`config.mk`:
```
export PLATFORM = sky130hd
export DESIGN_NAME = lch_prep
export DESIGN_NICKNAME = d
export VERILOG_FILES = /design/src/rtl/core/lab_to_lch_converter_assert.svh /design/src/rtl/core/lch_pkg.sv /design/src/rtl/core/lch_prep.sv
export SDC_FILE = /design/constraint.sdc
export NUM_CORES = 1
export LEC_CHECK = 0
export BUFFER_PORTS_ARGS = -buffer_cell sky130_fd_sc_hd__buf_2
export CORE_ASPECT_RATIO = 0.5
export CORE_MARGIN = 2
export CORE_UTILIZATION = 40
export DETAILED_ROUTE_END_ITERATION = 10
export GPL_ROUTABILITY_DRIVEN = 1
export GPL_TIMING_DRIVEN = 0
export MAX_ROUTING_LAYER = met4
export PLACE_DENSITY = 0.64
export SETUP_SLACK_MARGIN = 0.5
export SYNTH_ARGS = -nofsm -noshare
export SYNTH_HDL_FRONTEND = slang
export SYNTH_SLANG_ARGS = --single-unit
```
`constraint.sdc`:
```
create_clock -name clk -period 12.9 [get_ports clk]
set_clock_uncertainty 0.2 [all_clocks]
set_input_delay 2.58 -clock clk [delete_from_list [all_inputs] [get_ports clk]]
set_output_delay 2.58 -clock clk [all_outputs]
set_load 0.02 [all_outputs]
```
`src/rtl/core/lab_to_lch_converter_assert.svh`:
```
// Assertion macros for the Lab to LCh converter.
`ifndef LAB_TO_LCH_CONVERTER_ASSERT_SVH
`define LAB_TO_LCH_CONVERTER_ASSERT_SVH

// Condition must hold on every clock outside reset.
`define LCH_ASSERT_ALWAYS(label, cond, msg) \
  label: assert property (@(posedge clk) disable iff (!rst_n) (cond)) else $error(msg);

// Antecedent implies consequent in the same cycle.
`define LCH_ASSERT_IMPL(label, ante, cons, msg) \
  label: assert property (@(posedge clk) disable iff (!rst_n) (ante) |-> (cons)) \
    else $error(msg);

// Antecedent implies consequent in the following cycle.
`define LCH_ASSERT_NEXT(label, ante, cons, msg) \
  label: assert property (@(posedge clk) disable iff (!rst_n) (ante) |=> (cons)) \
    else $error(msg);

`endif

```
`src/rtl/core/lch_pkg.sv`:
```
// Package: widths, constants, arc table and stage payload types for the Lab to LCh converter.
package lch_pkg;

  localparam int LIGHT_W    = 15;
  localparam int AB_W       = 16;
  localparam int CHROMA_W   = 16;
  localparam int HUE_W      = 16;
  localparam int TDATA_W    = 48;
  localparam int XY_W       = 26;
  localparam int Z_W        = 25;
  localparam int SQ_W       = 31;
  localparam int REM_W      = 32;
  localparam int ARC_W      = 21;
  localparam int TABLE_LEN  = 24;
  localparam int SQRT_STEPS = 16;
  localparam int FRAC_SHIFT = 8;

  localparam int ROTATION_STAGES_DEF = 16;

  localparam int ANGLE_HALF = 5898240;
  localparam int ANGLE_FULL = 11796480;
  localparam int HUE_ROUND  = 128;
  localparam int HUE_FULL   = 46080;

  // atan(2^-i) in 1/32768 degree
  localparam logic [ARC_W-1:0] ARC_TABLE [TABLE_LEN] = '{
    21'd1474560, 21'd870484, 21'd459940, 21'd233473, 21'd117189, 21'd58652,
    21'd29333,   21'd14667,  21'd7334,   21'd3667,   21'd1833,   21'd917,
    21'd458,     21'd229,    21'd115,    21'd57,     21'd29,     21'd14,
    21'd7,       21'd4,      21'd2,      21'd1,      21'd0,      21'd0
  };

  typedef struct packed {
    logic [LIGHT_W-1:0]     lightness;
    logic                   row_end;
    logic                   zero;
    logic signed [XY_W-1:0] x;
    logic signed [XY_W-1:0] y;
    logic signed [Z_W-1:0]  z;
    logic [SQ_W-1:0]        sq_a;
    logic [SQ_W-1:0]        sq_b;
  } prep_t;

  typedef struct packed {
    logic [LIGHT_W-1:0]     lightness;
    logic                   row_end;
    logic                   zero;
    logic signed [XY_W-1:0] x;
    logic signed [XY_W-1:0] y;
    logic signed [Z_W-1:0]  z;
    logic [REM_W-1:0]       rem;
    logic [REM_W-1:0]       root;
  } cell_t;

endpackage

```
`src/rtl/core/lch_prep.sv`:
```
// Input stage: squares of a and b, half-turn pre-rotation of the hue vector.
module lch_prep (
  input  logic                          clk,
  input  logic                          rst_n,
  input  logic                          in_valid,
  output logic                          in_ready,
  input  logic [lch_pkg::LIGHT_W-1:0]   in_lightness,
  input  logic signed [lch_pkg::AB_W-1:0] in_a,
  input  logic signed [lch_pkg::AB_W-1:0] in_b,
  input  logic                          in_row_end,
  output logic                          out_valid,
  input  logic                          out_ready,
  output lch_pkg::prep_t                out_data
);

  localparam int XW = lch_pkg::XY_W;
  localparam int ZW = lch_pkg::Z_W;

  logic                valid_r;
  lch_pkg::prep_t      data_r;
  lch_pkg::prep_t      data_nxt;
  logic signed [XW-1:0] x0;
  logic signed [XW-1:0] y0;
  logic signed [31:0]  pa;
  logic signed [31:0]  pb;

  assign in_ready  = !valid_r || out_ready;
  assign out_valid = valid_r;
  assign out_data  = data_r;

  always_comb begin
    x0 = XW'(in_a) <<< lch_pkg::FRAC_SHIFT;
    y0 = XW'(in_b) <<< lch_pkg::FRAC_SHIFT;
    pa = in_a * in_a;
    pb = in_b * in_b;
    data_nxt.lightness = in_lightness;
    data_nxt.row_end   = in_row_end;
    data_nxt.zero      = (in_a == '0) && (in_b == '0);
    data_nxt.sq_a      = pa[lch_pkg::SQ_W-1:0];
    data_nxt.sq_b      = pb[lch_pkg::SQ_W-1:0];
    if (in_a[lch_pkg::AB_W-1]) begin
      data_nxt.x = -x0;
      data_nxt.y = -y0;
      data_nxt.z = ZW'(lch_pkg::ANGLE_HALF);
    end else begin
      data_nxt.x = x0;
      data_nxt.y = y0;
      data_nxt.z = '0;
    end
  end

  always_ff @(posedge clk) begin
    if (!rst_n) begin
      valid_r <= 1'b0;
    end else if (in_ready) begin
      valid_r <= in_valid;
    end
  end

  always_ff @(posedge clk) begin
    if (in_ready && in_valid) begin
      data_r <= data_nxt;
    end
  end

endmodule

```
* Word level (Yosys, flattened, before mapping)
Index checks and enable logic that the tools add are counted.
Storage, ports and cells: logic and storage cells 22, bits of input ports 52, register bits 157, output and inout bits 158
Operators by class: $mul 2, multiplexer cells 1, $add $sub $neg 2, reductions and logical operators 6
Operators by type and width (number):
- $mux 74 | 1
- $mul 16x16->31 | 2
- $neg 24->26 | 2
- $logic_not 16->1 | 2
- $logic_and 1x1->1 | 2
- $logic_not 1->1 | 1
- $logic_or 1x1->1 | 1

* Depth between registers and ports, before layout
depth after elaboration 3, gate-level depth with buffers 25, gate-level depth less buffers 23

* Least setup slack after synthesis
Ideal clock, no wire load.
kind input-to-reg, from in in_a[15] (netlist bit), to reg data_r (netlist bit out_data[61]) (data pin), arrival time 8.634 ns, required time 12.440 ns, slack 3.806 ns, stages 22, library setup time 0.260 ns, buffers on the path 2, path through clkbuf_1 clkinv_1 buf_1 nor2_1 fa_1 inv_1 fa_1 inv_1 fa_1 fa_1 fa_1 inv_1 fa_1 inv_1 ha_1 or3_1 a221oi_1 nor3_1 o41a_1 a211oi_2 a21oi_1 xnor2_1
RTL lines:
- start, declared | line lch_prep.sv:8 | input logic signed [lch_pkg::AB_W-1:0] in_a,
- end signal, assigned | line lch_prep.sv:62 | data_r <= data_nxt;
- end, declared | line lch_prep.sv:20 | lch_pkg::prep_t data_r;

==> metrics <==
run status finished clean; leading area contributor after synthesis fa_1; top area cells in the synthesized netlist fa_1, edfxtp_1, inv_1, ha_1, xnor2_1; Synth Area in XOR/XNOR 4.481%; Synth Area in Compound Gates 5.375%; CTS sink count 113; post-CTS sizing 0; crit path cell chain buf_2 -> clkbuf_1 -> clkinv_1 -> buf_1 -> nor2_1 -> fa_1 -> inv_1 -> fa_1 -> inv_1 -> fa_1 -> fa_1 -> fa_1 -> inv_1 -> fa_1 -> inv_1 -> ha_1 -> or3_1 -> a221oi_1 -> nor3_1 -> o41a_1 -> a211oi_2 -> a21oi_1 -> xnor2_1; Avg Inst Size Synth 10.01 um2; Yosys top cell area share 42.45%; post-synthesis cell type count 63; IO Count 210; clk root buf clkbuf_16; Port Buf Inserts 167; Placed Instances 3089; Hold Fails Final Rpt 0; first-pass GRT wire length 81.00 mm; Detailed Place HPWL 41.74 mm; Worst-path clk slew 0.06 ns; GRT Total Usage 19.18%; worst hold start out_valid; layout cells sized above 1 11.21%; nets 3083; grt ovf 0; WL/cell 15.90 um; initial antenna violation count 4; Core Area 0.05368 mm2; post-layout util 45.06%; Req. time, crit path 12.88 ns; reg-to-reg critical path startpoint out_valid; DR DRC count 0; Synth Instances 2168; Total Die Area 0.05623 mm2; clock tree buffer depth 2; adder-cell share of the synthesized area 52.60%; fmax 0.09966 GHz; worst-margin pin slew 0.8128 ns; vias per cell 4.718; non-filler cells, final 3125; WP data arrival 10.01 ns; setup bufs post-CTS 0; P&R area growth vs syn 11.49%; TritonCTS clock tree built; mux cell area share after synthesis 0.1500%; largest net degree at the start of global routing 59; number of core rows 60; Die Height 168.7 um; vias in the first global route 15.86k; ys flop type edfxtp_1; Synth top cells by count inv_1, fa_1, ha_1; cts bufs inserted 17; Initial DRC Count 833; Die Span X 333.4 um; RSZ-0062 raised after global routing false; Final Cycle Share 77.78%; normalized max-slew margin 45.81%; crit-path max cell delay 0.82 ns; WL final 49.69 mm; Seq/Total Area, Yosys 15.59%; worst skew pair latency 0.44 ns; Mapped Area 0.02169 mm2; largest family of logic cells by synthesized area adder cells; Fill cells 5130; TNS Setup 0 ns; Initial Util 40.42%; Worst path most repeated cell fa_1; FF+latch count, synth 113; minimum clock period 10.03 ns; WS Path Type in2reg; Post-Synth Simple-Gate Area 8.288%; startpoint types input port; number of detailed-route iterations in the first pass 5; critical path's slowest cell fa_1; Final setup violation count 0; remaining antenna violation count after routing 0; Post-synth EDFFs 112; async set-reset flop share out of synthesis 0%; max-slew violation count 0; vias 14.74k; top-count cell post-synth inv_1; YS warnings 0; max_cap viols 0; Crit Path Max Fanout 10; htree depth 4; Hold Crit Class reg2reg; Final Wtd Congestion 0.9273; R2R setup slack 10.84 ns; endpoint class of the critical path flop; CTS Hold Buffers Added 0; Critical path origin in_a[15]
## cell families (layout without fill, tap and decap cells)
logic type / after synthesis / in the layout
flops: 113 / 113
fa+ha+maj: 636 / 636
mux: 3 / 3
other cells: 1 / 45
compound gates: 175 / 175
buf+inv: 734 / 934
simple gates: 395 / 395
xor+xnor: 111 / 111
## through the flow
| step | area (um2) | hold WS [ns] | setup WS [ns] |
|---|---|---|---|
| after floorplan | 21840 | 0.5496 | 3.806 |
| after global placement | 23570 | 0.3012 | 2.485 |
| after detailed placement | 23600 | 0.3635 | 2.426 |
| after CTS | 24180 | 0.3722 | 2.851 |
| after global routing | 24190 | 0.3978 | 2.426 |
| final | 24190 | 0.3626 | 2.866 |
## per-layer routing
metal | track usage [%] | vias to the layer above | wire length [um]
li1 | - | 6834 | -
met1 | 22.33 | 7482 | 19740
met5 | - | - | 0
met2 | 34.18 | 338 | 26070
met3 | 2.841 | 89 | 2131
met4 | 6.433 | 0 | 1752
## worst paths after layout
| kind | depth (start not counted) | end |
|---|---|---|
| setup / recovery | 23 | out_data[61] |
| setup reg to reg | 3 | out_data[110] |
| hold / removal | 2 | out_valid |
| hold reg to reg | 2 | out_valid |
## critical path, delay by kind of cell
family / cells / cell delay, ns
adder cells (fa/ha/maj): 7 / 3.67
buffers and inverters: 8 / 1.68
AO/OA/AOI/OAI: 4 / 1.17
XOR/XNOR: 1 / 0.13
AND/OR/NAND/NOR: 3 / 0.76
## state kept, by name, summed over array words and instances, names as in the netlist
signal,count
out_data,112
out_valid,1
## placed cells by master, fill, tap and decap left out, drive strengths merged, types with 10 or more instances in the layout
cell and instances:
a211oi 11, a21o 19, a21oi 45, and2 56, buf 219, clkbuf 68, clkinv 13, conb 41
edfxtp 112, fa 460, ha 176, inv 632, nand2 165, nand2b 11, nor2 110, nor3 10
o21ai 37, xnor2 97, xor2 14
## area by class of cell
cell class	instances	area (um2)	area share (%)
Antenna cell	4	10.01	0.04138
Buffer	102	555.5	2.297
Clock buffer	17	425.4	1.759
Clock inverter	15	148.9	0.6156
Inverter	632	2372	9.808
Multi-Input combinational cell	1361	15540	64.23
Sequential cell	113	3383	13.99
Tap cell	713	892.1	3.688
Timing Repair Buffer	168	863.3	3.569
Power is left out: the tool's default activity adds up to more than one toggle a clock period on the data nets, which glitch-free logic cannot reach.
