--- src/rtl/core/lab_to_lch_converter_assert.svh ---
// Assertion macros for the Lab to LCh converter.
`ifndef LAB_TO_LCH_CONVERTER_ASSERT_SVH
`define LAB_TO_LCH_CONVERTER_ASSERT_SVH

// Condition must hold on every clock outside reset.
`define LCH_ASSERT_ALWAYS(label, cond, msg) \
  label: assert property (@(posedge clk) disable iff (!rst_n) (cond)) else $error(msg);

// Antecedent implies consequent in the same cycle.
`define LCH_ASSERT_IMPL(label, ante, cons, msg) \
  label: assert property (@(posedge clk) disable iff (!rst_n) (ante) |-> (cons)) \
    else $error(msg);

// Antecedent implies consequent in the following cycle.
`define LCH_ASSERT_NEXT(label, ante, cons, msg) \
  label: assert property (@(posedge clk) disable iff (!rst_n) (ante) |=> (cons)) \
    else $error(msg);

`endif

--- src/rtl/core/lch_pkg.sv ---
// Package: widths, constants, arc table and stage payload types for the Lab to LCh converter.
package lch_pkg;

  localparam int LIGHT_W    = 15;
  localparam int AB_W       = 16;
  localparam int CHROMA_W   = 16;
  localparam int HUE_W      = 16;
  localparam int TDATA_W    = 48;
  localparam int XY_W       = 26;
  localparam int Z_W        = 25;
  localparam int SQ_W       = 31;
  localparam int REM_W      = 32;
  localparam int ARC_W      = 21;
  localparam int TABLE_LEN  = 24;
  localparam int SQRT_STEPS = 16;
  localparam int FRAC_SHIFT = 8;

  localparam int ROTATION_STAGES_DEF = 16;

  localparam int ANGLE_HALF = 5898240;
  localparam int ANGLE_FULL = 11796480;
  localparam int HUE_ROUND  = 128;
  localparam int HUE_FULL   = 46080;

  // atan(2^-i) in 1/32768 degree
  localparam logic [ARC_W-1:0] ARC_TABLE [TABLE_LEN] = '{
    21'd1474560, 21'd870484, 21'd459940, 21'd233473, 21'd117189, 21'd58652,
    21'd29333,   21'd14667,  21'd7334,   21'd3667,   21'd1833,   21'd917,
    21'd458,     21'd229,    21'd115,    21'd57,     21'd29,     21'd14,
    21'd7,       21'd4,      21'd2,      21'd1,      21'd0,      21'd0
  };

  typedef struct packed {
    logic [LIGHT_W-1:0]     lightness;
    logic                   row_end;
    logic                   zero;
    logic signed [XY_W-1:0] x;
    logic signed [XY_W-1:0] y;
    logic signed [Z_W-1:0]  z;
    logic [SQ_W-1:0]        sq_a;
    logic [SQ_W-1:0]        sq_b;
  } prep_t;

  typedef struct packed {
    logic [LIGHT_W-1:0]     lightness;
    logic                   row_end;
    logic                   zero;
    logic signed [XY_W-1:0] x;
    logic signed [XY_W-1:0] y;
    logic signed [Z_W-1:0]  z;
    logic [REM_W-1:0]       rem;
    logic [REM_W-1:0]       root;
  } cell_t;

endpackage

--- src/rtl/core/lch_cell.sv ---
// One chain cell: a CORDIC vectoring step and a square-root digit step, each enabled by the cell index.
module lch_cell #(
  parameter int ROTATION_STAGES = lch_pkg::ROTATION_STAGES_DEF,
  parameter int IDX             = 0
) (
  input  logic           clk,
  input  logic           rst_n,
  input  logic           in_valid,
  output logic           in_ready,
  input  lch_pkg::cell_t in_data,
  output logic           out_valid,
  input  logic           out_ready,
  output lch_pkg::cell_t out_data
);

  localparam int  RW        = lch_pkg::REM_W;
  localparam int  ZW        = lch_pkg::Z_W;
  localparam int  XW        = lch_pkg::XY_W;
  localparam bit  CORDIC_EN = (IDX < ROTATION_STAGES) && (IDX < lch_pkg::TABLE_LEN);
  localparam bit  SQRT_EN   = IDX < lch_pkg::SQRT_STEPS;
  localparam int  ARC_IDX   = CORDIC_EN ? IDX : 0;
  localparam int  SHIFT     = CORDIC_EN ? IDX : 0;
  localparam int  SQ_SHIFT  = SQRT_EN ? (RW - 2 - 2 * IDX) : 0;
  localparam logic [RW-1:0]        SQ_BIT = RW'(1) << SQ_SHIFT;
  localparam logic signed [ZW-1:0] ARC    = ZW'(lch_pkg::ARC_TABLE[ARC_IDX]);

  logic                 valid_r;
  lch_pkg::cell_t       data_r;
  lch_pkg::cell_t       data_nxt;
  logic signed [XW-1:0] sx;
  logic signed [XW-1:0] sy;
  logic [RW-1:0]        trial;

  assign in_ready  = !valid_r || out_ready;
  assign out_valid = valid_r;
  assign out_data  = data_r;

  always_comb begin
    data_nxt = in_data;
    sx       = in_data.x >>> SHIFT;
    sy       = in_data.y >>> SHIFT;
    trial    = in_data.root + SQ_BIT;
    if (CORDIC_EN) begin
      if (!in_data.y[XW-1]) begin
        data_nxt.x = in_data.x + sy;
        data_nxt.y = in_data.y - sx;
        data_nxt.z = in_data.z + ARC;
      end else begin
        data_nxt.x = in_data.x - sy;
        data_nxt.y = in_data.y + sx;
        data_nxt.z = in_data.z - ARC;
      end
    end
    if (SQRT_EN) begin
      if (in_data.rem >= trial) begin
        data_nxt.rem  = in_data.rem - trial;
        data_nxt.root = (in_data.root >> 1) + SQ_BIT;
      end else begin
        data_nxt.root = in_data.root >> 1;
      end
    end
  end

  always_ff @(posedge clk) begin
    if (!rst_n) begin
      valid_r <= 1'b0;
    end else if (in_ready) begin
      valid_r <= in_valid;
    end
  end

  always_ff @(posedge clk) begin
    if (in_ready && in_valid) begin
      data_r <= data_nxt;
    end
  end

endmodule

--- config.mk ---
export PLATFORM = sky130hd
export DESIGN_NAME = lch_cell
export DESIGN_NICKNAME = d
export VERILOG_FILES = /design/src/rtl/core/lab_to_lch_converter_assert.svh /design/src/rtl/core/lch_pkg.sv /design/src/rtl/core/lch_cell.sv
export SDC_FILE = /design/constraint.sdc
export NUM_CORES = 1
export LEC_CHECK = 0
export ABC_CLOCK_PERIOD_IN_PS = 12700
export BUFFER_PORTS_ARGS = -buffer_cell sky130_fd_sc_hd__buf_2
export CAP_MARGIN = 5
export CELL_PAD_IN_SITES_DETAIL_PLACEMENT = 1
export CELL_PAD_IN_SITES_GLOBAL_PLACEMENT = 1
export CORE_ASPECT_RATIO = 1.2
export CORE_MARGIN = 2
export CORE_UTILIZATION = 43
export DETAILED_ROUTE_END_ITERATION = 8
export PLACE_DENSITY_LB_ADDON = 0.12
export SYNTH_ARGS = -nofsm -noshare
export SYNTH_HDL_FRONTEND = slang
export SYNTH_SLANG_ARGS = --single-unit
--- constraint.sdc ---
create_clock -name clk -period 12.7 [get_ports clk]
set_clock_uncertainty 0.15 [all_clocks]
set_input_delay 2.54 -clock clk [delete_from_list [all_inputs] [get_ports clk]]
set_output_delay 2.54 -clock clk [all_outputs]
set_load 0.01 [all_outputs]
* After elaboration in Yosys (flattened, before gate mapping)
Index checks and enable logic that the tools add are counted.
** Storage, ports and cells
- Bits in registers :: 159
- Input bits :: 162
- Output and inout bits :: 160
** Cells by class
- Reductions and logical operators :: 3
- $add $sub $neg :: 8
- Muxes and demuxes :: 3
- $lt $le $gt $ge :: 1
** Operators with widths (count)
- two-way mux 77 bit :: 1
- subtractor 26 bit :: 2
- adder 31 x 31 -> 32 bit, second input constant :: 1
- adder 32 x 31 -> 32 bit, second input constant :: 1
- greater-or-equal comparator 32 bit :: 1
- two-way mux 32 bit :: 1
- subtractor 32 bit :: 1
- two-way mux 31 bit :: 1
- adder 26 bit :: 1
- adder 25 x 22 -> 25 bit, second input constant :: 1
- subtractor 25 x 22 -> 25 bit, second input constant :: 1
- logical AND 1 bit :: 1
- zero test 1 bit :: 1
- logical OR 1 bit :: 1

* Logic depth before layout (Yosys ltp)
Gate-level depths: netlist (run 1).
- Depth in word-level cells :: 3
- Depth in mapped cells :: 13
- Mapped depth without buffers :: 12

* Worst setup path before layout (run 1)
No wires, ideal clock.
- Kind :: input to register
- Start :: input port out_ready
- End :: register data_r (netlist bit out_data[0]) (enable)
- Required time :: 12.014 ns
- Setup time :: 0.536 ns
- Data arrival time :: 6.347 ns
- Setup slack :: 5.667 ns
- Buffers on the path :: 0
- Cell stages on the path :: 2
- Path through :: nand2b_1 and2_1
** Between the ends
- Cells in the longest elaborated chain, start to end :: 2
** RTL lines
- start, declared :: RTL line lch_cell.sv:12 : input logic out_ready,
- logical OR 1 bit :: RTL line lch_cell.sv:34 : assign in_ready = !valid_r || out_ready;
- logical AND 1 bit :: RTL line lch_cell.sv:73 : if (in_ready && in_valid) begin
- end signal, assigned :: RTL line lch_cell.sv:74 : data_r <= data_nxt;
- end, declared :: RTL line lch_cell.sv:28 : lch_pkg::cell_t data_r;
Every way passes these cells.
A chain may end at the register's enable or synchronous reset.

==> results.toml, run 1 <==
[status]
status = "finished, final reports clean"

[timing]
hold_slack_ns = 0.4361
fin_ws_ns = 6.840
setup_viol = 0
tightest_slew_ns = 1.193
tns_ns = 0
final-max-slew-violation-count = 0
fmax_mhz = 170.6
period_minus_slack_ns = 5.860
rsz0062_at_grt = "no"
fin_crit_sh_pct = 46.14
slew_headroom_pct = 20.47
hold_viol = 0

[logic_synthesis]
ys_async_sr_fraction_pct = 0
netlist.area_leader.share_pct = 41.42
synth_seq_area_share_pct = 41.60
netlist.top_cell.by_area = "edfxtp_1"
synthFlopType = "edfxtp_1"
syn-cell-area_sq_mm = 0.01138
avgSynthCellArea_sq_um = 9.720
synth_edf_count = 157
synthDistinctLibCells = 72
yosys_warnings = 0
synth.area.top_cells = "edfxtp_1 (41%), ha_1 (13%), a21oi_1 (5.5%), xnor2_1 (4.4%), inv_1 (3.9%)"
synth_most_common_cell = "edfxtp_1"
synth_nets = 1458
synth_cells = 1171
netlist_top_cells_count = "edfxtp_1 (157), a21oi_1 (125), ha_1 (120), inv_1 (118), nor2_1 (96)"
ys_ff_latch = 158

[die]
io_pins = 322
die-height_microns = 182.2
die_area_sq_mm = 0.02779
fp.dieW_microns = 152.5
start_util_pct = 43.46
core-area_sq_mm = 0.02619
std_cell_rows = 65

[cts]
htreeDepth = 4
clkSlewWorstSetupHoldPaths_ns = 0.08
post_cts_resized = 0
cts_made_buffers = 17
root_buffer = "clkbuf_16"
clock-sinks = 158
clock_latency_ns = 0.45
hold_buffers = 0
cts_setup_buffers = 0
cts_tree = "yes"
cts_buffer_depth = 2

[power_and_ir_drop]
leakage_nw = 6.423
ir_worst_vdd_mv = 0.09108
p_per_area_mw_per_mm2 = 122.0

[route]
vias = 10010
vias_per_cell = 5.501
first_pass_iters = 5
routed_wl_microns = 37370
drtIter0Drc = 580
drt-wirelength-per-cell_microns = 20.54
ant_nets = 0
route.detailed.drc = 0

[global_routing]
track_usage_pct = 26.63
grt_pass1_vias = 10700
grt_overflow = 0
antenna_found_initial = 1
grt_max_degree = 89
grt_pass1_wl_microns = 58200

[worst_setup_path]
regToRegSetupSlack_ns = 9.67
worstPathArrival_ns = 5.92
path_max_fanout = 42
end_kind = "register"
path_class = "in -> reg"
cpPeakStageDelay_ns = 0.50
critPathLaunchType = "input port"
slowest_stage = "buf_4"
worstPathCellList = "buf_2, ha_1, fa_1, nor2b_1, o31ai_1, a21oi_1, o21ai_0, a21oi_1, o21ai_0, a21oi_4, buf_4, mux2_1"
cp_data_required_time_ns = 12.76
r2r_end = "out_data[117]"
rr_startpoint = "out_valid"
reg2reg_depth = 4

[cells_and_area]
seq_area_sq_mm = 0.004735
fin_util_pct = 53.05
drive_gt1_share_pct = 25.30
layout.nets = 1756
nFillCells = 3103
multiInputGateArea_sq_mm = 0.006020
syn2layout_area_growth_pct = 22.05
stdcell_area_sq_mm = 0.01389

[placed_design]
dp_hpwl_microns = 29590
io_buffer_count = 321
place_ws_ns = 6.402
place_congestion = 0.9114
placed_area_sq_mm = 0.01328

[min_path]
hp-class = "reg -> reg"
hold_end = "out_valid"
whs_path_depth = 2
hold_start = "out_valid"

[flow_run]
drv_cap = 0
layout make-up:
type                       instances  share of cell area, %
antenna                            2                0.03603
clock buffer                      17                  3.062
clock inverter                    15                  1.342
inverter                         122                  3.296
multi-input combinational        844                  43.33
sequential                       158                  34.08
tap                              335                  3.017
timing repair buffer             326                  11.83
kinds of logic (layout without fill, tap and decap cells):
kind of cell	count (synthesis)	in the layout	synth area share (%)
adders and majority gates	125	125	14.07
buffers and inverters	169	480	5.639
other	0	2	0
AOI/OAI and AO/OA	335	335	18.67
xor gates and xnor gates	86	86	6.618
DFF	158	158	41.60
muxes	21	21	1.924
and+or+nand+nor	277	277	11.49
sequential cells by signal (all words and copies together) (netlist names):
register   count
out_valid      1
out_data     157
power by group:
| part | switching (mW) | internal [mW] |
|---|---|---|
| registers | 0.0140 | 0.647 |
| clock network | 0.263 | 0.269 |
| logic | 0.308 | 0.193 |
| total | 0.585 | 1.11 |
critical path, delay by kind of cell:
kind / cells / cell delay, ns
fa+ha+maj: 2 / 0.67
mux: 1 / 0.38
simple gates: 1 / 0.27
compound gates: 6 / 1.40
buf+inv: 2 / 0.62
metal layers:
metal	track usage, %	wire [microns]	vias to the layer above
met5	0	0	-
met4	9.333	1094	0
met3	3.871	1574	66
met2	49.48	19580	318
met1	31.30	15120	4847
li1	-	-	4775
metrics by stage:
stage	power, mW	cells
after floorplan	0.9877	1171
after global placement	1.154	1785
after detailed placement	1.169	1785
after CTS	1.709	1817
after global routing	1.778	1818
final	1.694	1819
worst max path at each step:
stage | to | start | depth (start not counted) | slack (ns)
2_1_floorplan | out_data[0] | out_ready | 2 | 5.67
3_3_place_gp | out_data[42] | in_data[0] | 12 | 6.54
3_5_place_dp | out_data[47] | in_data[0] | 12 | 6.40
4_1_cts | out_data[42] | in_data[0] | 12 | 6.86
5_1_grt | out_data[42] | in_data[0] | 12 | 6.59
6_report | out_data[42] | in_data[0] | 12 | 6.84
cells in the final DEF (no fill, tap or decap), types with 10 or more instances in the layout:
master and n:
o21ai_1 12, nor3_1 33, nand3_1 13, xor2_1 29, o21bai_1 24, a21o_1 45, inv_1 118, buf_2 321
nand2_1 60, mux2i_1 14, a21oi_1 124, nor2_1 96, o21ai_0 44, nand4_1 10, clkbuf_16 17, ha_1 120
xnor2_1 57, nor2b_1 17, nand2b_1 12, edfxtp_1 157
Note: power is estimated with default switching activity, not from simulation.
==> run 2: changes to the inputs <==
- ABC_CLOCK_PERIOD_IN_PS: 12700 -> 5000
- CORE_UTILIZATION: 43 -> 36
- clock period: 12.7 -> 5 ns (I/O delays scaled with it)
==> run 2 against run 1 <==
  * Register-to-register slack worse by 7.0 ns
  * Setup slack got worse by 5.8 ns
  * Die area rose by 19%
  * Power grew to 2.5 times the previous value
  * Combinational power grew to 2.5 times the previous value
  * Wire length fell by 3.4%
  * Cell count up 3.7%
  * Largest power group unchanged
  * First-iteration DRC count shrank 33%
  * Via count is 1.4% lower
==> results.toml, run 2 (same netlist as run 1, synthesis figures left out) <==
[die]
core-area_sq_mm = 0.03127
die_area_sq_mm = 0.03306
io_pins = 322
die-height_microns = 198.8
start_util_pct = 36.40
fp.dieW_microns = 166.3
std_cell_rows = 71

[min_path]
hp-class = "reg -> reg"

[cts]
cts_tree = "yes"
hold_buffers = 0
clkSlewWorstSetupHoldPaths_ns = 0.07
cts_buffer_depth = 2
clock-sinks = 158
htreeDepth = 4
cts_setup_buffers = 0
root_buffer = "clkbuf_16"
cts_made_buffers = 17
post_cts_resized = 0
clock_latency_ns = 0.45

[global_routing]
grt_util_met3_pct = 3.641
grt_pass1_vias = 10200
use_met1_pct = 25.17
grt_pass1_wl_microns = 56110
grt_overflow = 0
grt.busiest_layer = "met2"
grt_max_degree = 65
grt_util_met2_pct = 39.97
track_usage_pct = 21.73
antenna_found_initial = 2

[timing]
final-max-slew-violation-count = 0
setup_viol = 0
fmax_mhz = 254.3
rsz0062_at_grt = "no"
fin_crit_sh_pct = 78.64
tns_ns = 0
slew_headroom_pct = 40.02
hold_viol = 0
tightest_slew_ns = 0.8997
period_minus_slack_ns = 3.932

[power_and_ir_drop]
leakage_nw = 6.439
p_per_area_mw_per_mm2 = 306.7
ir_worst_vdd_mv = 0.2792

[worst_setup_path]
critPathLaunchType = "input port"
cp_common_cell = "a221o_1"
cp_top_family = "compound AO/OA/AOI/OAI gates"
cp_data_required_time_ns = 5.04
cpPeakStageDelay_ns = 0.54
cp_num_buf_inv = 3
end_kind = "register"
path_max_fanout = 13
path_class = "in -> reg"
worstPathCellList = "buf_2, inv_1, ha_1, inv_2, a221o_1, a221o_1, a221o_1, a221o_1, a31oi_1, a21oi_1, a21oi_2, xor2_1"
worstPathArrival_ns = 3.97
slowest_stage = "ha_1"

[placed_design]
placed_area_sq_mm = 0.01341
io_buffer_count = 321
place_congestion = 0.8787
dp_hpwl_microns = 28540

[route]
first_pass_iters = 5
vias = 9861
drtIter0Drc = 389
routed_wl_microns = 36110
drt-wirelength-per-cell_microns = 19.14
ant_nets = 0
route.detailed.drc = 0
vias_per_cell = 5.226

[cells_and_area]
drive_gt1_share_pct = 25.45
layout.nets = 1759
largest_register_ffs = 157
stdcell_area_sq_mm = 0.01400
mostFrequentLayoutCell = "buf_2"
syn2layout_area_growth_pct = 23.04
most-common-layout-cells = "buf_2 (321), edfxtp_1 (157), a21oi_1 (124)"
nFillCells = 3665

[flow_run]
drv_cap = 0

[status]
status = "finished, final reports clean"
## run 2: per-stage QoR
| step | total power [mW] | util (%) | std cells | setup slack [ns] | hold slack [ns] |
|---|---|---|---|---|---|
| floorplan | 2.503 | - | 1171 | 1.261 | 0.4594 |
| global placement | 2.957 | 42.87 | 1854 | 0.6517 | 0.3822 |
| detailed placement | 2.975 | 42.87 | 1854 | 0.5861 | 0.4326 |
| CTS | 4.346 | 44.78 | 1886 | 1.069 | 0.4450 |
| global route | 4.512 | 44.78 | 1886 | 0.7066 | 0.5066 |
| finish | 4.295 | 44.79 | 1887 | 1.068 | 0.4404 |
## run 2: routing by layer
metal / wire length [microns] / vias to the layer above
met4: 1070 / 2
met1: 14720 / 4759
met3: 1639 / 57
li1: - / 4776
met5: 9 / -
met2: 18670 / 267
## run 2: worst paths after layout
kind | from | to | slack [ns] | depth (start not counted)
worst max-delay path | in_data[98] | out_data[139] | 1.07 | 12
worst min register to register | out_valid | out_valid | 0.44 | 2
worst max register to register | out_valid | out_data[16] | 2.70 | 3
worst min-delay path | out_valid | out_valid | 0.44 | 2
## run 2: power by group
part / internal [mW] / switching (mW)
Combinational: 0.498 / 0.772
Sequential: 1.64 / 0.0339
Clock: 0.735 / 0.614
Total: 2.88 / 1.42
## run 2: layout make-up
type	instances	area [sq um]	area share [%]
clock inverters	13	143.9	1.027
repair buffers	329	1692	12.08
flip-flops and latches	158	4735	33.81
inverters	122	457.9	3.270
clock buffers	19	452.9	3.234
well taps	401	501.7	3.583
diodes	1	2.502	0.01787
multi-input cells	844	6020	42.98
## run 2: worst reg2reg max path: cells and delay by family (launching register included)
kind / cells / cell delay, ns
buffers and inverters: 1 / 0.58
flip-flops: 1 / 0.31
AND/OR/NAND/NOR: 2 / 0.86
