==> src/rtl/core/lab_to_lch_converter_assert.svh <==
// Assertion macros for the Lab to LCh converter.
`ifndef LAB_TO_LCH_CONVERTER_ASSERT_SVH
`define LAB_TO_LCH_CONVERTER_ASSERT_SVH

// Condition must hold on every clock outside reset.
`define LCH_ASSERT_ALWAYS(label, cond, msg) \
  label: assert property (@(posedge clk) disable iff (!rst_n) (cond)) else $error(msg);

// Antecedent implies consequent in the same cycle.
`define LCH_ASSERT_IMPL(label, ante, cons, msg) \
  label: assert property (@(posedge clk) disable iff (!rst_n) (ante) |-> (cons)) \
    else $error(msg);

// Antecedent implies consequent in the following cycle.
`define LCH_ASSERT_NEXT(label, ante, cons, msg) \
  label: assert property (@(posedge clk) disable iff (!rst_n) (ante) |=> (cons)) \
    else $error(msg);

`endif

==> src/rtl/core/lch_pkg.sv <==
// Package: widths, constants, arc table and stage payload types for the Lab to LCh converter.
package lch_pkg;

  localparam int LIGHT_W    = 15;
  localparam int AB_W       = 16;
  localparam int CHROMA_W   = 16;
  localparam int HUE_W      = 16;
  localparam int TDATA_W    = 48;
  localparam int XY_W       = 26;
  localparam int Z_W        = 25;
  localparam int SQ_W       = 31;
  localparam int REM_W      = 32;
  localparam int ARC_W      = 21;
  localparam int TABLE_LEN  = 24;
  localparam int SQRT_STEPS = 16;
  localparam int FRAC_SHIFT = 8;

  localparam int ROTATION_STAGES_DEF = 16;

  localparam int ANGLE_HALF = 5898240;
  localparam int ANGLE_FULL = 11796480;
  localparam int HUE_ROUND  = 128;
  localparam int HUE_FULL   = 46080;

  // atan(2^-i) in 1/32768 degree
  localparam logic [ARC_W-1:0] ARC_TABLE [TABLE_LEN] = '{
    21'd1474560, 21'd870484, 21'd459940, 21'd233473, 21'd117189, 21'd58652,
    21'd29333,   21'd14667,  21'd7334,   21'd3667,   21'd1833,   21'd917,
    21'd458,     21'd229,    21'd115,    21'd57,     21'd29,     21'd14,
    21'd7,       21'd4,      21'd2,      21'd1,      21'd0,      21'd0
  };

  typedef struct packed {
    logic [LIGHT_W-1:0]     lightness;
    logic                   row_end;
    logic                   zero;
    logic signed [XY_W-1:0] x;
    logic signed [XY_W-1:0] y;
    logic signed [Z_W-1:0]  z;
    logic [SQ_W-1:0]        sq_a;
    logic [SQ_W-1:0]        sq_b;
  } prep_t;

  typedef struct packed {
    logic [LIGHT_W-1:0]     lightness;
    logic                   row_end;
    logic                   zero;
    logic signed [XY_W-1:0] x;
    logic signed [XY_W-1:0] y;
    logic signed [Z_W-1:0]  z;
    logic [REM_W-1:0]       rem;
    logic [REM_W-1:0]       root;
  } cell_t;

endpackage

==> src/rtl/core/lch_out.sv <==
// Output stage: chroma rounding, hue wrap and rounding, output register.
module lch_out (
  input  logic                           clk,
  input  logic                           rst_n,
  input  logic                           in_valid,
  output logic                           in_ready,
  input  lch_pkg::cell_t                 in_data,
  output logic                           out_valid,
  input  logic                           out_ready,
  output logic [lch_pkg::LIGHT_W-1:0]    out_lightness,
  output logic [lch_pkg::CHROMA_W-1:0]   out_chroma,
  output logic [lch_pkg::HUE_W-1:0]      out_hue,
  output logic                           out_row_end
);

  localparam int ZW = lch_pkg::Z_W;
  localparam int CW = lch_pkg::CHROMA_W;
  localparam int HW = lch_pkg::HUE_W;

  logic                          valid_r;
  logic [lch_pkg::LIGHT_W-1:0]   lightness_r;
  logic [CW-1:0]                 chroma_r;
  logic [HW-1:0]                 hue_r;
  logic                          row_end_r;
  logic [CW-1:0]                 chroma_nxt;
  logic [HW-1:0]                 hue_nxt;
  logic signed [ZW:0]            zn;
  logic signed [ZW:0]            zp;
  logic signed [ZW:0]            zsel;
  logic [HW:0]                   hq;

  assign in_ready      = !valid_r || out_ready;
  assign out_valid     = valid_r;
  assign out_lightness = lightness_r;
  assign out_chroma    = chroma_r;
  assign out_hue       = hue_r;
  assign out_row_end   = row_end_r;

  always_comb begin
    chroma_nxt = in_data.root[CW-1:0] + {{(CW-1){1'b0}}, (in_data.rem > in_data.root)};
    zn   = (ZW+1)'(in_data.z) + (ZW+1)'(lch_pkg::HUE_ROUND);
    zp   = (ZW+1)'(in_data.z) + (ZW+1)'(lch_pkg::ANGLE_FULL + lch_pkg::HUE_ROUND);
    zsel = in_data.z[ZW-1] ? zp : zn;
    hq   = zsel[lch_pkg::FRAC_SHIFT +: (HW+1)];
    if (in_data.zero || (hq >= (HW+1)'(lch_pkg::HUE_FULL))) begin
      hue_nxt = '0;
    end else begin
      hue_nxt = hq[HW-1:0];
    end
  end

  always_ff @(posedge clk) begin
    if (!rst_n) begin
      valid_r <= 1'b0;
    end else if (in_ready) begin
      valid_r <= in_valid;
    end
  end

  always_ff @(posedge clk) begin
    if (in_ready && in_valid) begin
      lightness_r <= in_data.lightness;
      chroma_r    <= chroma_nxt;
      hue_r       <= hue_nxt;
      row_end_r   <= in_data.row_end;
    end
  end

endmodule

==> config.mk <==
export PLATFORM = sky130hd
export DESIGN_NAME = lch_out
export DESIGN_NICKNAME = d
export VERILOG_FILES = /design/src/rtl/core/lab_to_lch_converter_assert.svh /design/src/rtl/core/lch_pkg.sv /design/src/rtl/core/lch_out.sv
export SDC_FILE = /design/constraint.sdc
export NUM_CORES = 1
export LEC_CHECK = 0
export BUFFER_PORTS_ARGS = -buffer_cell sky130_fd_sc_hd__buf_4
export CAP_MARGIN = 20
export CELL_PAD_IN_SITES_DETAIL_PLACEMENT = 0
export CELL_PAD_IN_SITES_GLOBAL_PLACEMENT = 1
export CORE_MARGIN = 1.5
export CORE_UTILIZATION = 33
export CTS_CLUSTER_DIAMETER = 80
export DETAILED_ROUTE_END_ITERATION = 7
export GPL_TIMING_DRIVEN = 0
export MAX_ROUTING_LAYER = met4
export PLACE_DENSITY = 0.95
export SETUP_SLACK_MARGIN = 0.3
export SLEW_MARGIN = 20
export SYNTH_ARGS = -nofsm -noshare
export SYNTH_HDL_FRONTEND = slang
export SYNTH_SLANG_ARGS = --single-unit
==> constraint.sdc <==
create_clock -name clk -period 5.5 [get_ports clk]
set_clock_uncertainty 0.05 [all_clocks]
set_input_delay 0.825 -clock clk [delete_from_list [all_inputs] [get_ports clk]]
set_output_delay 0.825 -clock clk [all_outputs]
set_load 0.02 [all_outputs]
# Word level (Yosys, flattened, before mapping)
# Cells that the tools add are included.
[totals] ff_bits=49 latch_bits=0 ramBits=0 rom_bits=0 input_bits=162 output_inout_bits=50 wordCells=15 n_memories=0
[classes] add_sub_neg=3 multipliers=0 div_mod_pow=0 order_cmp=2 n_eq_ne=0 shifts=0 n_mux=1 bitwise=0 reduce_logical=4
[op_table] cell="greater-than comparator 32 bit" n=1
[op_table] cell="adder 25 bit, second input constant" n=1
[op_table] cell="adder 25 x 9 -> 25 bit, second input constant" n=1
[op_table] cell="two-way mux 25 bit" n=1
[op_table] cell="greater-or-equal comparator 17 x 16 -> 1 bit, second input constant" n=1
[op_table] cell="adder 16 x 1 -> 16 bit" n=1
[op_table] cell="logical OR 1 bit" n=2
[op_table] cell="logical AND 1 bit" n=1
[op_table] cell="zero test 1 bit" n=1

# Logic depth before layout (Yosys ltp)
# Gate-level depths: netlist (run 1).
[logic_depth] word_depth=4 mapped_depth=14 ltp_nobuf=14

# Least setup slack after synthesis (run 1)
# No wires, ideal clock.
[synth_path] kind="input-to-reg" from="in in_data[11] (netlist bit)" to="reg chroma_r[12], in the netlist out_chroma[12], data pin" t_arrival_ns=3.170 setup_slack_ns=2.020 stages=14 path_cell_list="inv_1 -> ha_1 -> nand4_1 -> or4_1 -> a21oi_1 -> a211o_1 -> a2111oi_0 -> nor2_1 -> ha_1 -> ha_1 -> nand3_1 -> or2_2 -> nor3_1 -> xnor2_1"
[synth_via] elab_chain_cells=2
[synth_rtl] element="start: declaration" line="lch_out.sv:7" text="input lch_pkg::cell_t in_data,"
[synth_rtl] element="greater-than comparator 32 bit" line="lch_out.sv:40" text="chroma_nxt = in_data.root[CW-1:0] + {{(CW-1){1'b0}}, (in_data.rem > in_data.root)};"
[synth_rtl] element="adder 16 x 1 -> 16 bit *" line="lch_out.sv:40"
[synth_rtl] element="via chroma_nxt[12]" line="lch_out.sv:25" text="logic [CW-1:0] chroma_nxt;"
[synth_rtl] element="end signal: assignment" line="lch_out.sv:63" text="chroma_r <= chroma_nxt;"
[synth_rtl] element="end: declaration" line="lch_out.sv:22" text="logic [CW-1:0] chroma_r;"
# The timed path passes the listed nets; every way through them passes the cells marked *.
# A chain may end at the register's enable or synchronous reset.

# Worst setup path in the final report (run 1)
[layout_path] from="in in_data[10] (netlist bit)" to="reg chroma_r[14], in the netlist out_chroma[14], data pin"
# Same word-level chain as after synthesis.

==> results of run 1 <==
## power by group through the flow
stage               clock network (uW)  logic, uW  registers (uW)
floorplan                            0        105             488
global placement                     0        261             456
detailed placement                   0        270             455
CTS                                232        271             447
global route                       244        297             449
finish                             223        269             446
## logic make-up after synthesis
logic type / after synthesis
and+or+nand+nor: 101
DFF: 49
AOI/OAI and AO/OA: 46
buffers and inverters: 42
adders and majority gates: 39
xor gates and xnor gates: 26
muxes: 2
## per-layer routing
metal	GRT usage	up-vias	part of all wire
li1	-	1437	-
met1	0.193	1279	0.44
met2	0.262	85	0.49
met3	0.0239	6	0.056
met4	0.0379	0	0.010
met5	-	-	0
## worst register-to-register path, cell delays in order (launching register included)
cell and delay [ps]:
dfxtp_1 330, nand2b_1 100, and2_2 560, buf_16 260
## flip-flops by register name, summed over array words and instances, names as in the netlist
signal         count
out_chroma        16
out_hue           16
out_lightness     15
out_row_end        1
out_valid          1
## cell type report
cell class,instances,area share
multi-input combinational,214,0.348
tap,133,0.0355
clock inverter,3,0.00534
timing repair buffer,152,0.248
buffer,5,0.00641
sequential,49,0.312
inverter,37,0.0297
clock buffer,5,0.0147
## worst min path at each step
stage | endpoint | cells after the start | slack [ps]
CTS | out_valid | 2 | 500
global placement | out_valid | 2 | 460
global route | out_valid | 2 | 540
detailed placement | out_valid | 2 | 480
finish | out_valid | 2 | 490
floorplan | out_valid | 2 | 700
## cells in the mapped netlist, types with 2 or more instances
| cell | number |
|---|---|
| edfxtp_1 | 48 |
| a221oi_1 | 2 |
| and4_1 | 2 |
| xnor2_1 | 21 |
| a21oi_1 | 11 |
| a41oi_1 | 2 |
| nor4_1 | 3 |
| xor2_1 | 5 |
| buf_2 | 3 |
| nand3_1 | 9 |
| or2_2 | 2 |
| nor3_1 | 4 |
| inv_1 | 37 |
| or3_1 | 2 |
| nor2b_1 | 4 |
| a21o_1 | 6 |
| nand2_1 | 16 |
| ha_1 | 39 |
| o2111a_1 | 2 |
| a211oi_1 | 2 |
| nor3b_1 | 2 |
| o211ai_1 | 3 |
| nand4_1 | 14 |
| nand3_2 | 2 |
| and2_1 | 4 |
| o21ai_0 | 7 |
| nor2_1 | 24 |
| mux2_2 | 2 |
| and3_1 | 7 |
## per-stage QoR
| step | worst slack [ps] | std cells | hold slack [ps] | utilization |
|---|---|---|---|---|
| 2_1_floorplan | 2020 | 305 | 700 | - |
| 3_3_place_gp | 1420 | 589 | 457 | 0.471 |
| 3_5_place_dp | 1370 | 590 | 484 | 0.474 |
| 4_1_cts | 1710 | 598 | 503 | 0.484 |
| 5_1_grt | 1430 | 598 | 536 | 0.484 |
| 6_report | 1690 | 598 | 495 | 0.484 |
==> flow_results.org, run 1 <==
** Synthesis
- Net count after synthesis :: 506
- The share of the Yosys chip area taken by registers is 0.448.
- Dominant cells by area after synthesis :: edfxtp_1, ha_1, xnor2_1
- Summed over all instances, the cell type with the most area after synthesis is edfxtp_1.
- Post-synth top area share :: 0.442
- Synthesized cell area :: 3260 sq um
- The Yosys step of the flow raised 0 warnings.
- In this run, distinct cell masters in the synthesized netlist total 49.
- Most instantiated flip-flop cell in the synthesis netlist :: edfxtp_1
- The fraction of the mapped netlist area in compound gates was 0.104.
- The synthesized design contains 49 register bits.
- Synthesized-area fraction occupied by xor and xnor cells :: 0.0698
- Counting flops with a built-in enable in the synthesized netlist gives 48.
- Synthesis produced a netlist whose cell count is 305.
- Dominant combinational cell family by area after synthesis :: simple AND/OR/NAND/NOR gates
- Simple-gate area share of the yosys netlist :: 0.170
- Proportion of synthesized area in mux cells :: 0.00691
- For this run, asynchronously set or reset flops after synthesis account for 0.
- A synthesized cell averages 10.7 sq um.
- Fraction of the mapped netlist area in adder cells :: 0.150

** Setup path
- Kind of capture point of the worst setup path :: register
- Data arrives at the worst endpoint at 3840 ps.
- The critical path is of the input port to register type.
- Counting buffers and inverters, the worst setup path is 15 cells deep.
- Most common cell on crit path :: ha_1
- Stage delay of the slowest cell on the critical path :: 540 ps
- Worst R2R Path Depth :: 3
- Counting both buffers and inverters, the worst setup path holds a total of 2.
- The kind of cell with the highest combined delay along the critical path is simple AND/OR/NAND/NOR gates.
- Cells along the critical path :: buf_4 -> inv_1 -> ha_1 -> nand4_1 -> or4_1 -> a21oi_1 -> a211o_1 -> a2111oi_0 -> nor2_1 -> ha_1 -> ha_1 -> nand3_1 -> or2_2 -> nor3_1 -> xnor2_1
- Crit path required time :: 5530 ps
- The slowest stage of the critical path belongs to the cell or4_1.
- End point of the critical path :: out_chroma[14]
- Largest fanout on the critical path :: 4
- The worst register-to-register path begins at out_valid.
- Reg2Reg Capture Point :: out_hue[9]
- STA classifies the critical path startpoint as an input port.
- First element of the critical path :: in_data[10]
- The setup check on the worst reg-to-reg path leaves a slack of 3900 ps.

** Cells and area
- From synthesis to final layout, the design area changed by 43.6%.
- Leaving out fill and tap cells, the most frequent cell in the layout is buf_4.
- The sequential cells in the finished layout cover a total of 1460 sq um.
- In the final layout, the multi-input gates occupy 1630 sq um.
- Summing all non-filler instances in the final layout gives an area of 4680 sq um.
- Of the cells placed in the final design, the portion with a size suffix greater than 1 is 0.381.
- After the last flow step, the layout net total stands at 665.
- The top cell types in the final layout, fill and taps aside, are buf_4, edfxtp_1, ha_1.
- Antenna diodes :: 0
- Fill cells :: 918

** Power and ir drop
- Net load switching power :: 274 uW
- Cell internal power was estimated by the tool at 664 uW.
- The analysis attributes to cell leakage a power of 0.00216 uW.
- Of the total power, the share spent switching nets is 0.292.
- Power per unit of standard cell area :: 200 nW/um^2
- Clock power frac :: 0.237
- Summing internal, switching and leakage power gives 938 uW.
- IR analysis of the VDD net gives a maximum drop of 122 uV.
- Of the total power, registers draw 0.476.
- Combinational cell fraction of total power :: 0.287

** Clocking
- Counting every sink on the clock net gives 49.
- TritonCTS created 5 clock buffers.
- Depth of the CTS H-tree :: 2
- Clock root buffer master :: clkbuf_8
- CTS Hold Bufs :: 0
- Insertion delay of the later-clocked pin in the worst-skew pair :: 310 ps
- After clock tree synthesis, the clock-pin slew on the worst setup and hold paths is 110 ps.
- TritonCTS clock tree :: done
- Buffers added to address setup during post-CTS repair amount to 0.
- Total of cells resized after clock tree synthesis :: 0
- Maximum clock path buffer count :: 2

** Global routing
- The total overflow left after global routing is 0.
- The first global-routing pass estimated 12.3 mm of wire.
- Entering global routing, the biggest net connects 28 pins.
- For this run, the total global-route usage over all layers was measured as 0.155.
- Number of antenna violations at the first check in global routing :: 0
- Via count of the first global-routing pass :: 2647

** Timing
- Timing would allow up to 0.262 GHz.
- Crit path time final :: 3810 ps
- Measured against its own limit, the worst slew margin works out to 0.591.
- In the final timing run, aggregate negative setup slack is 0 ps.
- Setup violations, final :: 0
- Tightest Pin Transition :: 614 ps
- Setup repair after global routing missed its margin :: false
- Of the available clock period, the critical path in the final layout requires 0.693.
- Hold Violations, Final :: 0
- Max Transition Viols Final :: 0

** Route
- Iter 0 DRT Violations :: 67
- Using the TritonRoute via totals, the vias-per-cell ratio works out to 4.69.
- Dividing the detail-routed wire length by the instance count gives 13.4 microns.
- Drt total wl :: 8.02 mm
- The first detailed-routing pass ran for 4 iterations.
- Detailed-route via count :: 2807
- In the routed design, unresolved DRC markers number 0.
- In this run the remaining antenna-violating nets after routing total 0.

** Min path
- Tightest Hold Check Type :: register to register
- Min-Delay Startpoint :: out_valid

** Die
- Horiz. Die Dim :: 102 microns
- Chip Height :: 102 microns
- Cell Rows :: 36
- Placeable core region :: 9680 sq um
- For this design the top-level I/O count stands at 212.
- Effective utilization at floorplan :: 0.337
- The floorplan step defined a die boundary enclosing 10500 sq um.

** Outcome
- The run finished with clean final reports.

** Place
- Post-DP Area :: 4590 sq um
- Port buffering added 151 buffers.
- The wire-length estimate of the detail-placed layout is 6.81 mm.
- At the end of routability-driven placement, the weighted congestion stood at 0.851.

** Flow run
- Number of max-cap violations :: 0
No activity file was read; power rests on OpenSTA's default activity.
==> inputs of run 2 (changes only) <==
--- a/config.mk
+++ b/config.mk
@@ -10,12 +10,12 @@
 export CELL_PAD_IN_SITES_DETAIL_PLACEMENT = 0
 export CELL_PAD_IN_SITES_GLOBAL_PLACEMENT = 1
 export CORE_MARGIN = 1.5
-export CORE_UTILIZATION = 33
+export CORE_UTILIZATION = 31
 export CTS_CLUSTER_DIAMETER = 80
 export DETAILED_ROUTE_END_ITERATION = 7
 export GPL_TIMING_DRIVEN = 0
 export MAX_ROUTING_LAYER = met4
-export PLACE_DENSITY = 0.95
+export PLACE_DENSITY = 0.91
 export SETUP_SLACK_MARGIN = 0.3
 export SLEW_MARGIN = 20
 export SYNTH_ARGS = -nofsm -noshare
==> constraint.sdc (replaced) <==
create_clock -name clk -period 3.9 [get_ports clk]
set_clock_uncertainty 0.05 [all_clocks]
set_input_delay 0.585 -clock clk [delete_from_list [all_inputs] [get_ports clk]]
set_output_delay 0.585 -clock clk [all_outputs]
set_load 0.02 [all_outputs]
==> run 2 against run 1 <==
- sequential power up 41%
- via count is essentially flat
- die area rose by 6.3%
- cell area rose by 0.32%
- global-route usage is 0.63 points lower
- critical path depth unchanged
- setup slack lost 1200 ps
- first-iteration DRC count rose by 67%
- register-to-register slack got worse by 1600 ps
- critical path type unchanged
- critical endpoint is now out_chroma[12]
- largest power group unchanged
- highest routed layer unchanged
==> flow_results.org, run 2 (synthesis gave the netlist of run 1 again) <==
** Outcome
- The flow ran to the end, and the final reports show no timing, DRC or antenna violations.

** Setup path
- In this design, the largest share of critical-path delay is due to simple AND/OR/NAND/NOR gates.
- The cell depth of the worst flop-to-flop path was 3 (unchanged).
- Count of buffer and inverter cells on the critical path :: 2 (unchanged)
- The stage delay of the slowest cell on the critical path was 530 ps (about the same).
- Following the worst setup path forward leads to its endpoint at out_chroma[12].
- The slack of the worst reg-to-reg path is 2310 ps (-1590 ps).
- Most common cell on crit path :: ha_1
- The critical path in this run is classified as input port to register.
- The peak fanout along the critical path came to 3 (-1).
- Cell with the largest stage delay on the worst path :: or4_4
- First element of the critical path :: in_data[11]
- Sort of element at the start of the critical path :: input port
- Traced cell by cell, the critical path runs through buf_4 -> inv_1 -> ha_1 -> nand4_1 -> or4_4 -> a21oi_2 -> a211o_1 -> a2111oi_0 -> nor2_1 -> ha_1 -> ha_1 -> nand3_2 -> or2_2 -> nor3_1 -> xnor2_1.
- The worst register-to-register path begins at out_valid.
- The required time of the critical path is 3910 ps (-1620 ps).
- STA classifies the critical path endpoint as a register.
- Crit path DAT :: 3370 ps (-470 ps)
- Reg2Reg Capture Point :: out_hue[6]
- Depth of the critical timing path with buffers and inverters included :: 15 (unchanged)

** Power and ir drop
- Combinational cell fraction of total power :: 0.290 (+0.003)
- The largest vdd supply drop was 128 uV (+5.4%).
- Clock power frac :: 0.227 (-0.010)
- The switching power was 372 uW (+36%).
- The switching power share of the total is 0.285 (-0.00717).
- Internal power :: 933 uW (+41%)
- Power per unit of standard cell area :: 278 nW/um^2 (+39%)
- Static Leak :: 0.00215 uW (-0.25%)
- Sequential group share of total power :: 0.483 (+0.007)

** Die
- Placeable core region :: 10300 sq um (+6.1%)
- The horizontal die dimension came to 106 microns (+3.1%).
- Effective utilization at floorplan :: 0.317 (-0.0194)
- Cell Rows :: 37 (+2.8%)
- The top-level port count was 212 (unchanged).
- The overall die area is 11100 sq um (+6.3%).
- Chip Height :: 106 microns (+3.1%)

** Global routing
- All-Layer GR Usage :: 0.148 (-0.00633)
- The initial antenna violation count was 0 (unchanged).
- The total overflow reported by the global router is 0 (unchanged).
- The first-pass GRT wire length is 12.9 mm (+5.2%).
- The fraction of met2 tracks used by global routing is 0.261 (-0.00134).
- Most crowded layer after global routing :: met2
- The global-route track usage on met3 came to 0.0210 (-0.00291).
- The via count of the first global-routing pass is 2781 (+5.1%).
- Pin count of the biggest net entering global routing :: 27 (-3.6%)
- Met1 track demand over resource :: 0.181 (-0.0124)

** Cells and area
- The number of fillers in the final layout was 993 (+8.2%).
- The count of placed standard cells in the final layout, fillers left out is 601 (+0.50%).
- Antenna diodes :: 0 (unchanged)
- Fraction of layout cells with a size suffix above 1 :: 0.387 (+0.00645)
- P&R area growth vs syn :: 44.1%
- The library cell used most frequently in the layout, excluding fill and tap cells, is buf_4.
- The net count of the finished layout was 665 (unchanged).
- Leaving out fill and tap cells, the most frequent cells in the layout are buf_4, edfxtp_1, ha_1.
- The fraction of the core area covered by cells at the end of the flow was 0.457 (-0.0264).

** Clocking
- TritonCTS clock tree :: done
- Depth of the CTS H-tree :: 2 (unchanged)
- Insertion delay of the later-clocked pin in the worst-skew pair :: 290 ps (-20 ps)
- Clock tree synthesis selected as its root buffer the cell clkbuf_8.
- The number of buffers added for setup after CTS was 0 (unchanged).
- The clock transition at the registers of the reported paths came to 90 ps (-20 ps).
- The total clock buffers created by CTS is 5 (unchanged).
- The maximum buffer depth of the clock tree is 2 (unchanged).
- The number of clock sinks seen by CTS is 49 (unchanged).

** Route
- The detailed-route wire length per cell was 13.6 microns (+1.4%).
- The wire length after detailed routing was 8.17 mm (+1.9%).
- Number of design rule violations left after detail routing :: 0 (unchanged)
- The violation count after the first detailed-routing iteration was 112 (+67%).
- TritonRoute pass-1 iters :: 4 (unchanged)
- Detailed-route via count :: 2809 (+0.071%)
- Avg Vias per Cell :: 4.67 (-0.43%)
- Antenna Violating Nets Remaining :: 0 (unchanged)

** Place
- The quantity of I/O buffers inserted on ports is 151 (unchanged).
- The cell count after placement came to 593 (+0.51%).
- The routability congestion estimate came to 0.819 (-3.8%).
- Placed wire-length estimate :: 6.96 mm (+2.3%)

** Min path
- Tightest Hold Check Type :: input port to register

** Timing
- Dividing the final minimum period by the clock period gives 0.862.
- The slew of the pin with the lowest slew margin is 608 ps (-5.32 ps).
- Setup repair after global routing missed its margin :: false
- Max Transition Viols Final :: 0 (unchanged)
- Achievable frequency :: 0.297 GHz
- Setup_tns :: 0 ps (unchanged)
- The clock period could shrink to 3360 ps.
- Worst relative slew slack :: 0.594 (+0.00355)
- Setup violations, final :: 0 (unchanged)
- Hold Violations, Final :: 0 (unchanged)

** Flow run
- Number of max-cap violations :: 0 (unchanged)
==> run 2: layer usage <==
layer	vias to the layer above	wire, microns
met2	87	4180
met1	1278	3520
met4	0	82
li1	1437	-
met5	-	0
met3	7	383
==> run 2: how the worst min path moves through the flow <==
stage	depth (start not counted)	slack (ps)	start	end
after global placement	2	460	out_valid	out_valid
after global routing	1	390	in_data[145]	out_lightness[2]
final	1	410	in_data[145]	out_lightness[2]
after detailed placement	2	500	out_valid	out_valid
after floorplan	0	630	in_data[143]	out_lightness[0]
after CTS	1	400	in_data[145]	out_lightness[2]
==> run 2: power by group through the flow <==
stage | sequential (uW) | clock [uW] | combinational (uW)
final | 630 | 296 | 379
after CTS | 631 | 310 | 382
after floorplan | 688 | 0 | 148
after detailed placement | 643 | 0 | 380
after global routing | 634 | 331 | 417
after global placement | 644 | 0 | 367
==> run 2: worst reg2reg max path, delay by kind of cell, from the launching register on <==
family / cells / cell delay [ps]
buffers and inverters: 1 / 250
and+or+nand+nor: 2 / 670
DFF: 1 / 320
==> run 2: what timing repair did <==
action | 4_1_cts | 5_1_grt
setup endpoints to repair | 0 | 2
gates resized for setup | 0 | 4
hold buffers | 0 | 0
hold endpoints to repair | 0 | 0
==> run 2: cell type report <==
cell class              count  area [sq um]  area share
plain buffers               5          30.0     0.00639
inverters                  37           139      0.0296
clock buffers               6          72.6      0.0154
multi-input cells         214          1650       0.351
flip-flops and latches     49          1460       0.311
repair buffers            152          1160       0.247
clock inverters             2          15.0     0.00320
well taps                 136           170      0.0362
==> run 2: through the flow <==
step                hold slack, ps  area [sq um]  setup slack (ps)  power (uW)
floorplan                      634          3260               660         836
global placement               459          4560              84.9        1010
detailed placement             497          4590              44.8        1020
CTS                            397          4680               377        1320
global route                   388          4700               345        1380
finish                         411          4700               538        1300
